## src/design/autoscaled_scatter_dot_plotter_macros.svh

```systemverilog
// assertion helpers used by the plotter sequencer (asdp_ctrl)
// each macro expects aclk and aresetn in the enclosing scope
`ifndef AUTOSCALED_SCATTER_DOT_PLOTTER_MACROS_SVH
`define AUTOSCALED_SCATTER_DOT_PLOTTER_MACROS_SVH

// same-cycle implication
`define ASDP_ASSERT_NOW(label, ante, cons, msg) \
    label: assert property (@(posedge aclk) disable iff (!aresetn) (ante) |-> (cons)) \
        else $error(msg);

// next-cycle implication
`define ASDP_ASSERT_NEXT(label, ante, cons, msg) \
    label: assert property (@(posedge aclk) disable iff (!aresetn) (ante) |=> (cons)) \
        else $error(msg);

`endif

```

## src/design/asdp_pkg.sv

```systemverilog
`default_nettype none

package asdp_pkg;

    // pixel coordinate arithmetic wraps at this many bits
    localparam int PIXEL_COORD_BITS = 10;

    localparam int VAL_W      = 32;
    localparam int RADIUS_W   = 2;
    localparam int PLOT_W     = 10;
    localparam int ORIGIN_W   = 9;
    localparam int OUT_W      = 10;
    localparam int CFG_IDX_W  = 2;
    localparam int CFG_DATA_W = 10;
    localparam int PROD_W     = VAL_W + PLOT_W;
    localparam int DIV_STEPS  = PLOT_W;
    localparam int DIV_CNT_W  = $clog2(DIV_STEPS);
    localparam int OFS_W      = RADIUS_W + 1;

    localparam logic [CFG_IDX_W-1:0] CFG_DOT_RADIUS    = 2'd0;
    localparam logic [CFG_IDX_W-1:0] CFG_PLOT_SIZE     = 2'd1;
    localparam logic [CFG_IDX_W-1:0] CFG_ORIGIN_OFFSET = 2'd2;

    localparam logic [RADIUS_W-1:0] RADIUS_RST = 2'd3;
    localparam logic [PLOT_W-1:0]   PLOT_RST   = 10'd560;
    localparam logic [ORIGIN_W-1:0] ORIGIN_RST = 9'd120;

    localparam logic MODE_RANGE = 1'b0;
    localparam logic MODE_DRAW  = 1'b1;

    localparam logic AXIS_X = 1'b0;
    localparam logic AXIS_Y = 1'b1;

    typedef struct packed {
        logic load_range;
        logic load_draw;
        logic clamp;
        logic diff;
        logic mul;
        logic div_step;
        logic store;
        logic emit_init;
        logic emit_step;
        logic axis;
    } asdp_cmd_t;

    typedef struct packed {
        logic last_pix;
    } asdp_stat_t;

endpackage

`default_nettype wire

```

## src/design/autoscaled_scatter_dot_plotter.sv

```systemverilog
// range word: taken with no output, ready again the next cycle
// draw word: each axis clamps, subtracts, multiplies, divides to a 10-bit quotient, stores,
//   x then y; the pixel words start once the y result is stored
// then (2*dot_radius+1)^2 pixel words, one per cycle while m_ready is high, so a draw word
//   holds off the input until its last pixel word is taken
// aresetn synchronous active low: range zeroed, radius 3, span 560, origin 120, idle
`default_nettype none

module autoscaled_scatter_dot_plotter (
    input  wire logic                              aclk,
    input  wire logic                              aresetn,
    // configuration write port
    input  wire logic                              cfg_we,
    input  wire logic [asdp_pkg::CFG_IDX_W-1:0]    cfg_index,
    input  wire logic [asdp_pkg::CFG_DATA_W-1:0]   cfg_wdata,
    // point input
    input  wire logic                              s_valid,
    output logic                                   s_ready,
    input  wire logic                              s_mode,
    input  wire logic                              s_first,
    input  wire logic signed [asdp_pkg::VAL_W-1:0] s_x_value,
    input  wire logic signed [asdp_pkg::VAL_W-1:0] s_y_value,
    // pixel output
    output logic                                   m_valid,
    input  wire logic                              m_ready,
    output logic [asdp_pkg::OUT_W-1:0]             m_pixel_col,
    output logic [asdp_pkg::OUT_W-1:0]             m_pixel_row,
    output logic                                   m_last_pixel
);
    import asdp_pkg::*;

    // command and status between sequencer and datapath
    asdp_cmd_t  cmd;
    asdp_stat_t stat;

    // sequencer: accepts words, steps the scaling unit, paces the dot scan
    asdp_ctrl u_ctrl (
        .aclk    (aclk),
        .aresetn (aresetn),
        .s_valid (s_valid),
        .s_ready (s_ready),
        .s_mode  (s_mode),
        .m_valid (m_valid),
        .m_ready (m_ready),
        .stat    (stat),
        .cmd     (cmd)
    );

    // datapath: config registers, range tracking, scale unit, pixel offsets
    asdp_dpath u_dpath (
        .aclk         (aclk),
        .aresetn      (aresetn),
        .cfg_we       (cfg_we),
        .cfg_index    (cfg_index),
        .cfg_wdata    (cfg_wdata),
        .s_first      (s_first),
        .s_x_value    (s_x_value),
        .s_y_value    (s_y_value),
        .cmd          (cmd),
        .stat         (stat),
        .m_pixel_col  (m_pixel_col),
        .m_pixel_row  (m_pixel_row),
        .m_last_pixel (m_last_pixel)
    );

endmodule

`default_nettype wire

```

## src/design/asdp_ctrl.sv

```systemverilog
`default_nettype none
`include "autoscaled_scatter_dot_plotter_macros.svh"

module asdp_ctrl (
    input  wire logic               aclk,
    input  wire logic               aresetn,
    input  wire logic               s_valid,
    output logic                    s_ready,
    input  wire logic               s_mode,
    output logic                    m_valid,
    input  wire logic               m_ready,
    input  wire asdp_pkg::asdp_stat_t stat,
    output asdp_pkg::asdp_cmd_t     cmd
);
    import asdp_pkg::*;

    typedef enum logic [2:0] {
        ST_IDLE,
        ST_CLAMP,
        ST_DIFF,
        ST_MUL,
        ST_DIV,
        ST_STORE,
        ST_EMIT
    } state_t;

    state_t               state_reg, state_next;
    logic                 axis_reg, axis_next;
    logic [DIV_CNT_W-1:0] cnt_reg, cnt_next;

    logic in_acc;
    logic out_acc;

    assign s_ready = (state_reg == ST_IDLE);
    assign m_valid = (state_reg == ST_EMIT);
    assign in_acc  = s_valid && s_ready;
    assign out_acc = m_valid && m_ready;

    always_comb begin
        state_next = state_reg;
        axis_next  = axis_reg;
        cnt_next   = cnt_reg;
        cmd        = '0;
        cmd.axis   = axis_reg;
        case (state_reg)
            ST_IDLE: begin
                if (in_acc) begin
                    if (s_mode == MODE_DRAW) begin
                        cmd.load_draw = 1'b1;
                        axis_next     = AXIS_X;
                        state_next    = ST_CLAMP;
                    end else begin
                        cmd.load_range = 1'b1;
                    end
                end
            end
            ST_CLAMP: begin
                cmd.clamp  = 1'b1;
                state_next = ST_DIFF;
            end
            ST_DIFF: begin
                cmd.diff   = 1'b1;
                state_next = ST_MUL;
            end
            ST_MUL: begin
                cmd.mul    = 1'b1;
                cnt_next   = '0;
                state_next = ST_DIV;
            end
            ST_DIV: begin
                cmd.div_step = 1'b1;
                cnt_next     = cnt_reg + 1'b1;
                if (cnt_reg == DIV_CNT_W'(DIV_STEPS - 1)) begin
                    state_next = ST_STORE;
                end
            end
            ST_STORE: begin
                cmd.store = 1'b1;
                if (axis_reg == AXIS_X) begin
                    axis_next  = AXIS_Y;
                    state_next = ST_CLAMP;
                end else begin
                    cmd.emit_init = 1'b1;
                    state_next    = ST_EMIT;
                end
            end
            ST_EMIT: begin
                if (out_acc) begin
                    cmd.emit_step = 1'b1;
                    if (stat.last_pix) begin
                        state_next = ST_IDLE;
                    end
                end
            end
            default: begin
                state_next = ST_IDLE;
            end
        endcase
    end

    always_ff @(posedge aclk) begin
        if (!aresetn) begin
            state_reg <= ST_IDLE;
            axis_reg  <= AXIS_X;
            cnt_reg   <= '0;
        end else begin
            state_reg <= state_next;
            axis_reg  <= axis_next;
            cnt_reg   <= cnt_next;
        end
    end

    `ASDP_ASSERT_NOW(a_no_accept_while_emit, m_valid, !s_ready, "input taken during emission")
    `ASDP_ASSERT_NEXT(a_draw_starts_scale, in_acc && (s_mode == MODE_DRAW),
        state_reg == ST_CLAMP && axis_reg == AXIS_X, "draw word did not start scaling")
    `ASDP_ASSERT_NEXT(a_range_stays_idle, in_acc && (s_mode == MODE_RANGE), s_ready,
        "range word left idle")
    `ASDP_ASSERT_NEXT(a_last_returns_idle, out_acc && stat.last_pix, s_ready && !m_valid,
        "no return to idle after last pixel")

endmodule

`default_nettype wire

```

## src/design/asdp_dpath.sv

```systemverilog
`default_nettype none

module asdp_dpath (
    input  wire logic                              aclk,
    input  wire logic                              aresetn,
    input  wire logic                              cfg_we,
    input  wire logic [asdp_pkg::CFG_IDX_W-1:0]    cfg_index,
    input  wire logic [asdp_pkg::CFG_DATA_W-1:0]   cfg_wdata,
    input  wire logic                              s_first,
    input  wire logic signed [asdp_pkg::VAL_W-1:0] s_x_value,
    input  wire logic signed [asdp_pkg::VAL_W-1:0] s_y_value,
    input  wire asdp_pkg::asdp_cmd_t               cmd,
    output asdp_pkg::asdp_stat_t                   stat,
    output logic [asdp_pkg::OUT_W-1:0]             m_pixel_col,
    output logic [asdp_pkg::OUT_W-1:0]             m_pixel_row,
    output logic                                   m_last_pixel
);
    import asdp_pkg::*;

    // configuration
    logic [RADIUS_W-1:0] radius_reg;
    logic [PLOT_W-1:0]   plot_reg;
    logic [ORIGIN_W-1:0] origin_reg;

    // tracked range
    logic signed [VAL_W-1:0] min_x_reg, max_x_reg, min_y_reg, max_y_reg;

    // draw point and scaling pipeline
    logic signed [VAL_W-1:0] x_raw_reg, y_raw_reg;
    logic [VAL_W-1:0]        val_reg;
    logic [VAL_W-1:0]        span_reg;
    logic                    degen_reg;
    logic [PROD_W-1:0]       rem_reg;
    logic [PROD_W-1:0]       dvs_reg;
    logic [PLOT_W-1:0]       q_reg;
    logic [PLOT_W-1:0]       xs_reg, ys_reg;

    // dot scan offsets
    logic signed [OFS_W-1:0] j_reg, k_reg;

    logic signed [VAL_W-1:0] v_sel, lo_sel, hi_sel;
    logic [PLOT_W-1:0]       scaled;
    logic signed [OFS_W-1:0] r_s;
    logic                    k_end, j_end;
    logic [PIXEL_COORD_BITS-1:0] col_sum, row_sum;

    always_comb begin
        if (cmd.axis == AXIS_Y) begin
            v_sel  = y_raw_reg;
            lo_sel = min_y_reg;
            hi_sel = max_y_reg;
        end else begin
            v_sel  = x_raw_reg;
            lo_sel = min_x_reg;
            hi_sel = max_x_reg;
        end
    end

    assign scaled = degen_reg ? (plot_reg >> 1) : q_reg;
    assign r_s    = $signed({1'b0, radius_reg});
    assign k_end  = (k_reg == r_s);
    assign j_end  = (j_reg == r_s);

    assign stat.last_pix = k_end && j_end;

    assign col_sum = PIXEL_COORD_BITS'(origin_reg) + PIXEL_COORD_BITS'(xs_reg)
                   + PIXEL_COORD_BITS'(k_reg);
    assign row_sum = PIXEL_COORD_BITS'(origin_reg) + PIXEL_COORD_BITS'(ys_reg)
                   + PIXEL_COORD_BITS'(j_reg);

    assign m_pixel_col  = OUT_W'(col_sum);
    assign m_pixel_row  = OUT_W'(row_sum);
    assign m_last_pixel = stat.last_pix;

    // config and range state
    always_ff @(posedge aclk) begin
        if (!aresetn) begin
            radius_reg <= RADIUS_RST;
            plot_reg   <= PLOT_RST;
            origin_reg <= ORIGIN_RST;
            min_x_reg  <= '0;
            max_x_reg  <= '0;
            min_y_reg  <= '0;
            max_y_reg  <= '0;
        end else begin
            if (cfg_we) begin
                case (cfg_index)
                    CFG_DOT_RADIUS:    radius_reg <= cfg_wdata[RADIUS_W-1:0];
                    CFG_PLOT_SIZE:     plot_reg   <= cfg_wdata[PLOT_W-1:0];
                    CFG_ORIGIN_OFFSET: origin_reg <= cfg_wdata[ORIGIN_W-1:0];
                    default: ;
                endcase
            end
            if (cmd.load_range) begin
                if (s_first) begin
                    min_x_reg <= s_x_value;
                    max_x_reg <= s_x_value;
                    min_y_reg <= s_y_value;
                    max_y_reg <= s_y_value;
                end else begin
                    if (s_x_value < min_x_reg) min_x_reg <= s_x_value;
                    if (s_x_value > max_x_reg) max_x_reg <= s_x_value;
                    if (s_y_value < min_y_reg) min_y_reg <= s_y_value;
                    if (s_y_value > max_y_reg) max_y_reg <= s_y_value;
                end
            end
        end
    end

    // payload path, no reset needed
    always_ff @(posedge aclk) begin
        if (cmd.load_draw) begin
            x_raw_reg <= s_x_value;
            y_raw_reg <= s_y_value;
        end
        if (cmd.clamp) begin
            if (v_sel < lo_sel) begin
                val_reg <= lo_sel;
            end else if (v_sel > hi_sel) begin
                val_reg <= hi_sel;
            end else begin
                val_reg <= v_sel;
            end
            span_reg  <= hi_sel - lo_sel;
            degen_reg <= (lo_sel >= hi_sel);
        end
        if (cmd.diff) begin
            val_reg <= val_reg - lo_sel;
        end
        if (cmd.mul) begin
            rem_reg <= PROD_W'(val_reg) * PROD_W'(plot_reg);
            dvs_reg <= PROD_W'(span_reg) << (DIV_STEPS - 1);
            q_reg   <= '0;
        end
        // restoring divide, one quotient bit per cycle
        if (cmd.div_step) begin
            if (rem_reg >= dvs_reg) begin
                rem_reg <= rem_reg - dvs_reg;
                q_reg   <= {q_reg[PLOT_W-2:0], 1'b1};
            end else begin
                q_reg   <= {q_reg[PLOT_W-2:0], 1'b0};
            end
            dvs_reg <= dvs_reg >> 1;
        end
        if (cmd.store) begin
            if (cmd.axis == AXIS_Y) begin
                ys_reg <= scaled;
            end else begin
                xs_reg <= scaled;
            end
        end
        if (cmd.emit_init) begin
            j_reg <= -r_s;
            k_reg <= -r_s;
        end else if (cmd.emit_step) begin
            if (k_end) begin
                k_reg <= -r_s;
                j_reg <= j_reg + OFS_W'(1);
            end else begin
                k_reg <= k_reg + OFS_W'(1);
            end
        end
    end

endmodule

`default_nettype wire

```

## config.mk

```make
export PLATFORM = sky130hd
export DESIGN_NAME = autoscaled_scatter_dot_plotter
export DESIGN_NICKNAME = d
export VERILOG_FILES = /design/src/design/asdp_pkg.sv /design/src/design/autoscaled_scatter_dot_plotter.sv /design/src/design/asdp_ctrl.sv /design/src/design/asdp_dpath.sv
export VERILOG_INCLUDE_DIRS = /design/src /design/src/design
export SDC_FILE = /design/constraint.sdc
export NUM_CORES = 2
export LEC_CHECK = 0
export BUFFER_PORTS_ARGS = -buffer_cell sky130_fd_sc_hd__buf_2
export CORE_UTILIZATION = 23
export CTS_BUF_LIST = sky130_fd_sc_hd__clkbuf_4 sky130_fd_sc_hd__clkbuf_8
export DETAILED_ROUTE_END_ITERATION = 10
export SETUP_SLACK_MARGIN = 0.05
export SLEW_MARGIN = 30
export SYNTH_ARGS = -nofsm -noshare
export SYNTH_HDL_FRONTEND = slang
export SYNTH_HIERARCHICAL = 1
export SYNTH_SLANG_ARGS = --single-unit
export TNS_END_PERCENT = 20
```

## constraint.sdc

```tcl
create_clock -name aclk -period 13.79 [get_ports aclk]
set_input_delay 1.379 -clock aclk [delete_from_list [all_inputs] [get_ports aclk]]
set_output_delay 1.379 -clock aclk [all_outputs]
set_load 0.05 [all_outputs]
```

; After elaboration in Yosys (flattened, before gate mapping)
; Index checks and enable logic that the tools add are counted.
[op_classes]
add_sub_neg = 11
n_mul = 1
n_lt_le_gt_ge = 8
n_eq_ne = 16
mux = 53
bitwise = 1
n_reduce_logical = 27
[ops]
columns = op, n
row1 = 32-bit two-way mux, 15
row2 = 42-bit two-way mux, 3
row3 = 32-bit greater-than comparator, 3
row4 = 32-bit less-than comparator, 3
row5 = 32-bit subtractor, 2
row6 = 42-bit by 41-bit greater-or-equal comparator with 1-bit output, 1
row7 = 32-bit by 10-bit multiplier with 42-bit output, 1
row8 = 42-bit by 41-bit subtractor with 42-bit output, 1
row9 = 41-bit two-way mux, 1
row10 = 40-bit two-way mux, 1
row11 = 3-bit two-way mux, 12
row12 = 32-bit greater-or-equal comparator, 1
row13 = 10-bit two-way mux, 3
row14 = 3-bit case mux with 7 select lines, 1
row15 = 10-bit adder, 2
row16 = 9-bit by 10-bit adder with 10-bit output, 2
row17 = 2-bit AND reduction, 10
row18 = 2-bit nonzero test, 10
row19 = 1-bit two-way mux, 12
row20 = 3-bit equality test (second input constant), 3
row21 = 2-bit != test (second input constant), 4
row22 = 4-bit case mux with 2 select lines, 1
row23 = 3-bit by 2-bit adder with 3-bit output (second input constant), 2
row24 = 3-bit by 2-bit equality test with 1-bit output (second input constant), 2
row25 = other kinds (16), 21
[totals]
reg_bits = 405
input_bits = 83
out_inout_bits = 23
elab_cells = 140

; Depth between registers and ports, before layout
[depth]
depth_word = 6
mapped_depth = 24
mapped_depth_nobuf = 22

; Cells and area by module
; The synthesis kept the hierarchy.
[modules_own_cells]
columns = mod, instances, cells_per_inst, area_each_um2, seq_area_each_um2
row1 = asdp_dpath, 1, 3944, 37273.2, 10009.6
row2 = asdp_ctrl, 1, 67, 585.6, 160.2

; Least setup slack after synthesis
; No wires, ideal clock.
[synth_timing]
kind = reg-to-reg
from = reg u_dpath.plot_reg[3]
to = reg u_dpath.rem_reg[41]
setup_ps = 116
arrival_time_ps = 5910
t_required_ps = 13674
setup_slack_ps = 7764
path_stages_with_launch = 25
n_path_buf = 2
period_less_slack_ps = 6026
cell_sequence = dfxtp_1 -> clkbuf_1 -> clkbuf_1 -> nand2_1 -> fa_1 -> inv_1 -> fa_1 -> inv_1 -> fa_1 -> inv_1 -> fa_1 -> inv_1 -> fa_1 -> inv_1 -> ha_1 -> a2111oi_0 -> o21ai_1 -> a41oi_1 -> o2111ai_1 -> nand4_1 -> nand3_1 -> o21a_1 -> xnor2_1 -> or3_1 -> o211a_1
[synth_between]
elab_chain_len = 4
[synth_rtl]
columns = item, line_no
row1 = from (decl), asdp_dpath.sv:22  ; logic [PLOT_W-1:0] plot_reg;
row2 = from (signal assigned), asdp_dpath.sv:89  ; CFG_PLOT_SIZE: plot_reg <= cfg_wdata[PLOT_W-1:0];
row3 = 32-bit by 10-bit multiplier with 42-bit output *, asdp_dpath.sv:131  ; rem_reg <= PROD_W'(val_reg) * PROD_W'(plot_reg);
row4 = 42-bit two-way mux *, asdp_dpath.sv:130  ; if (cmd.mul) begin
row5 = 42-bit two-way mux, asdp_dpath.sv:137  ; if (rem_reg >= dvs_reg) begin
row6 = 42-bit two-way mux *, asdp_dpath.sv:136  ; if (cmd.div_step) begin
row7 = to (signal assigned), asdp_dpath.sv:131
row8 = to (signal assigned), asdp_dpath.sv:138  ; rem_reg <= rem_reg - dvs_reg;
row9 = to (decl), asdp_dpath.sv:33  ; logic [PROD_W-1:0] rem_reg;
; Every way passes the cells marked *; elsewhere a longest branch is shown, timed or not.
; A chain may end at the register's enable or synchronous reset.

; Worst setup path after layout
; Ends and elaborated chain as after synthesis.

==> results.cfg <==
[drt]
vias_per_cell = 4.54
first_pass_iters = 6
post_drt_wl_per_cell_um = 16.6
drt_iter0_drc = 1690
drcViolationCount = 0
vias = 28600
ant_nets = 0
wl_um = 105000

[sta]
max_freq_ghz = 0.153
relSlewSlack_pct = 29.2
slew_violations = 0
post-route-period-util_pct = 47.4
setup_tns_ns = 0
hold_viol_final = 0
setup_violations = 0
worst_clock_skew_ns = 0.0604
fin_crit_ns = 6.54
rsz0062_at_grt = no
worst_pin_slew_ns = 1.03

[cts]
cts_tree = done
cts_buffers = 80
clkTransAtPathRegs_ns = 0.07
cts_resized = 0
root_buffer = clkbuf_8
post_cts_buffers = 0
clockBufferDepth = 3
htree_levels = 3
clkLatencyLatePin_ns = 0.73
clock-sinks = 405
ctsHoldBuffers = 0

[critical_path]
cp-end-kind = flop
cpPeakStageDelay_ns = 0.54
crit_required_ns = 14.37
worstSetupStartpointType = flop
cp_top_family = adder cells
arrival_ns = 7.13
cp.buffers_inverters = 6
path_cells = buf_4 > nand2_1 > fa_1 > inv_1 > fa_1 > inv_1 > fa_1 > inv_1 > fa_1 > inv_1 > fa_1 > inv_1 > ha_1 > a2111oi_0 > o21ai_1 > a41oi_1 > o2111ai_1 > nand4_1 > nand3_1 > o21a_1 > xnor2_1 > or3_1 > o211a_1
crit_type = reg2reg
cp_max_fo = 32
cp_slowest_cell = fa_1

[layout]
regArea_mm2 = 0.0102
final_nets = 4780
drive_gt1_share_pct = 9.85
multiInputGateArea_mm2 = 0.0252
fillCellCount = 17300
largest_reg_flops = 42
diodes = 0
area_growth_pct = 11.9
post-route-util_pct = 26.0

[floorplan]
dieHeight_um = 408
die_x_um = 408
dieArea_mm2 = 0.166
initial_core_util_pct = 23.2
num_rows = 148
coreArea_mm2 = 0.163
io_pins = 106

[yosys]
yosys-top-cells-area = edfxtp_1 (16%), fa_1 (14%), ha_1 (13%), dfxtp_1 (11%), mux2i_1 (5.6%)
synth_most_common_cell = inv_1
yosysTopAreaCell = edfxtp_1
synth-seq-cells = 405
syn_area_per_cell_um2 = 9.44
synth_area_mm2 = 0.0379
synthCells = 4011
syn_nets = 4746
synth_edf_count = 206
seq_area_frac_synth_pct = 26.9
yosysWarnings = 6
synth_top_area_share_pct = 16.3
yosysUniqueCellTypes = 90
synth_flop_cell = edfxtp_1
ys_async_sr_fraction_pct = 0
synth_common_cells = inv_1 (479), ha_1 (391), nand2_1 (340)

[placed_design]
io_buffers = 105
gp_congestion = 0.851
hpwl_um = 81900

[pwr]
switchingPower_w = 0.00222
total_power_w = 0.00542
p_per_area_mw_per_mm2 = 128
seqPwrFrac_pct = 27.7
swShare_pct = 40.9
power_frac_clock_pct = 24.6
p_comb_share_pct = 47.7
ir_worst_vdd_uv = 76.2
leakage_nw = 18.2
intPower_w = 0.00320

[grt]
busiest_layer = met2
grt_max_degree = 98
grt_use_met2_pct = 20.5
grt_overflow = 0
grt_pass1_vias = 29100
grt_pass1_wl_um = 165000
use_met1_pct = 16.8
antenna_found_initial = 13
grtUsageTotal_pct = 12.4
grt_util_met3_pct = 1.82

[outcome]
status = finished clean

[job]
drv_cap = 0

[worst_hold_path]
worstHoldPathType = reg2reg
cell families (layout without fill, tap and decap cells):
family,after synthesis,in the layout,share of synthesized area (%)
AO/OA/AOI/OAI,776,776,13.4
XOR/XNOR,148,148,3.42
adder cells (fa/ha/maj),652,652,26.7
buffers and inverters,660,760,6.74
flip-flops,405,405,26.9
multiplexers,309,309,8.50
AND/OR/NAND/NOR,1061,1061,14.4
worst register-to-register path, delay by kind of cell, from the launching register on:
kind                       cells  cell delay (ns)
buffers and inverters          6             0.58
DFF                            1             0.34
and+or+nand+nor                4             0.91
adders and majority gates      6             2.89
AOI/OAI and AO/OA              6             1.60
xor gates and xnor gates       1             0.11
path summary, 6_finish.rpt:
kind / start / to / slack [ns] / cells after the start
worst min-delay path: u_dpath/origin_reg[0] / u_dpath/origin_reg[0] / 0.48 / 2
worst max register to register: u_dpath/plot_reg[3] / u_dpath/rem_reg[41] / 7.25 / 23
worst min register to register: u_dpath/origin_reg[0] / u_dpath/origin_reg[0] / 0.48 / 2
worst max-delay path: u_dpath/plot_reg[3] / u_dpath/rem_reg[41] / 7.25 / 23
power groups by stage:
| stage | Sequential (W) | Combinational, W | Clock (W) |
|---|---|---|---|
| detailed placement | 0.00153 | 0.00257 | 0 |
| CTS | 0.00150 | 0.00258 | 0.00138 |
| global placement | 0.00152 | 0.00254 | 0 |
| floorplan | 0.00146 | 0.00200 | 0 |
| global route | 0.00152 | 0.00291 | 0.00143 |
| finish | 0.00150 | 0.00258 | 0.00133 |
per-stage QoR:
stage	cell area [µm²]	setup slack [ns]	hold WS [ns]	cells
CTS	42300	7.25	0.478	6285
global placement	40600	7.08	0.458	6136
finish	42400	7.25	0.476	6286
global route	42400	6.80	0.501	6286
floorplan	37900	7.76	0.443	4011
detailed placement	40600	7.27	0.469	6137
routing by layer:
layer / wire, µm / vias up / share of wire [%]
met3: 4830 / 139 / 4.6
met5: 0 / - / 0
met1: 49300 / 14000 / 47
met4: 2190 / 0 / 2.1
li1: - / 13800 / -
met2: 48200 / 646 / 46
final cells by class:
cell class	count	share of cell area [%]
clock buffer	115	3.34
clock inverter	33	0.691
inverter	480	4.25
multi-input combinational	2946	59.5
sequential	405	24.0
tap	2175	6.42
timing repair buffer	132	1.78
layout by cell type (no fill, tap or decap), types with 96 or more instances in the layout:
cell,instances
inv_1,479
ha_1,391
nand2_1,340
fa_1,261
a21oi_1,217
mux2i_1,212
edfxtp_1,206
and2_1,200
dfxtp_1,195
nor2b_1,152
a21o_1,150
nor2_1,145
o21ai_0,129
buf_2,104
mux2_2,96
Note: power is estimated with default switching activity, not from simulation.
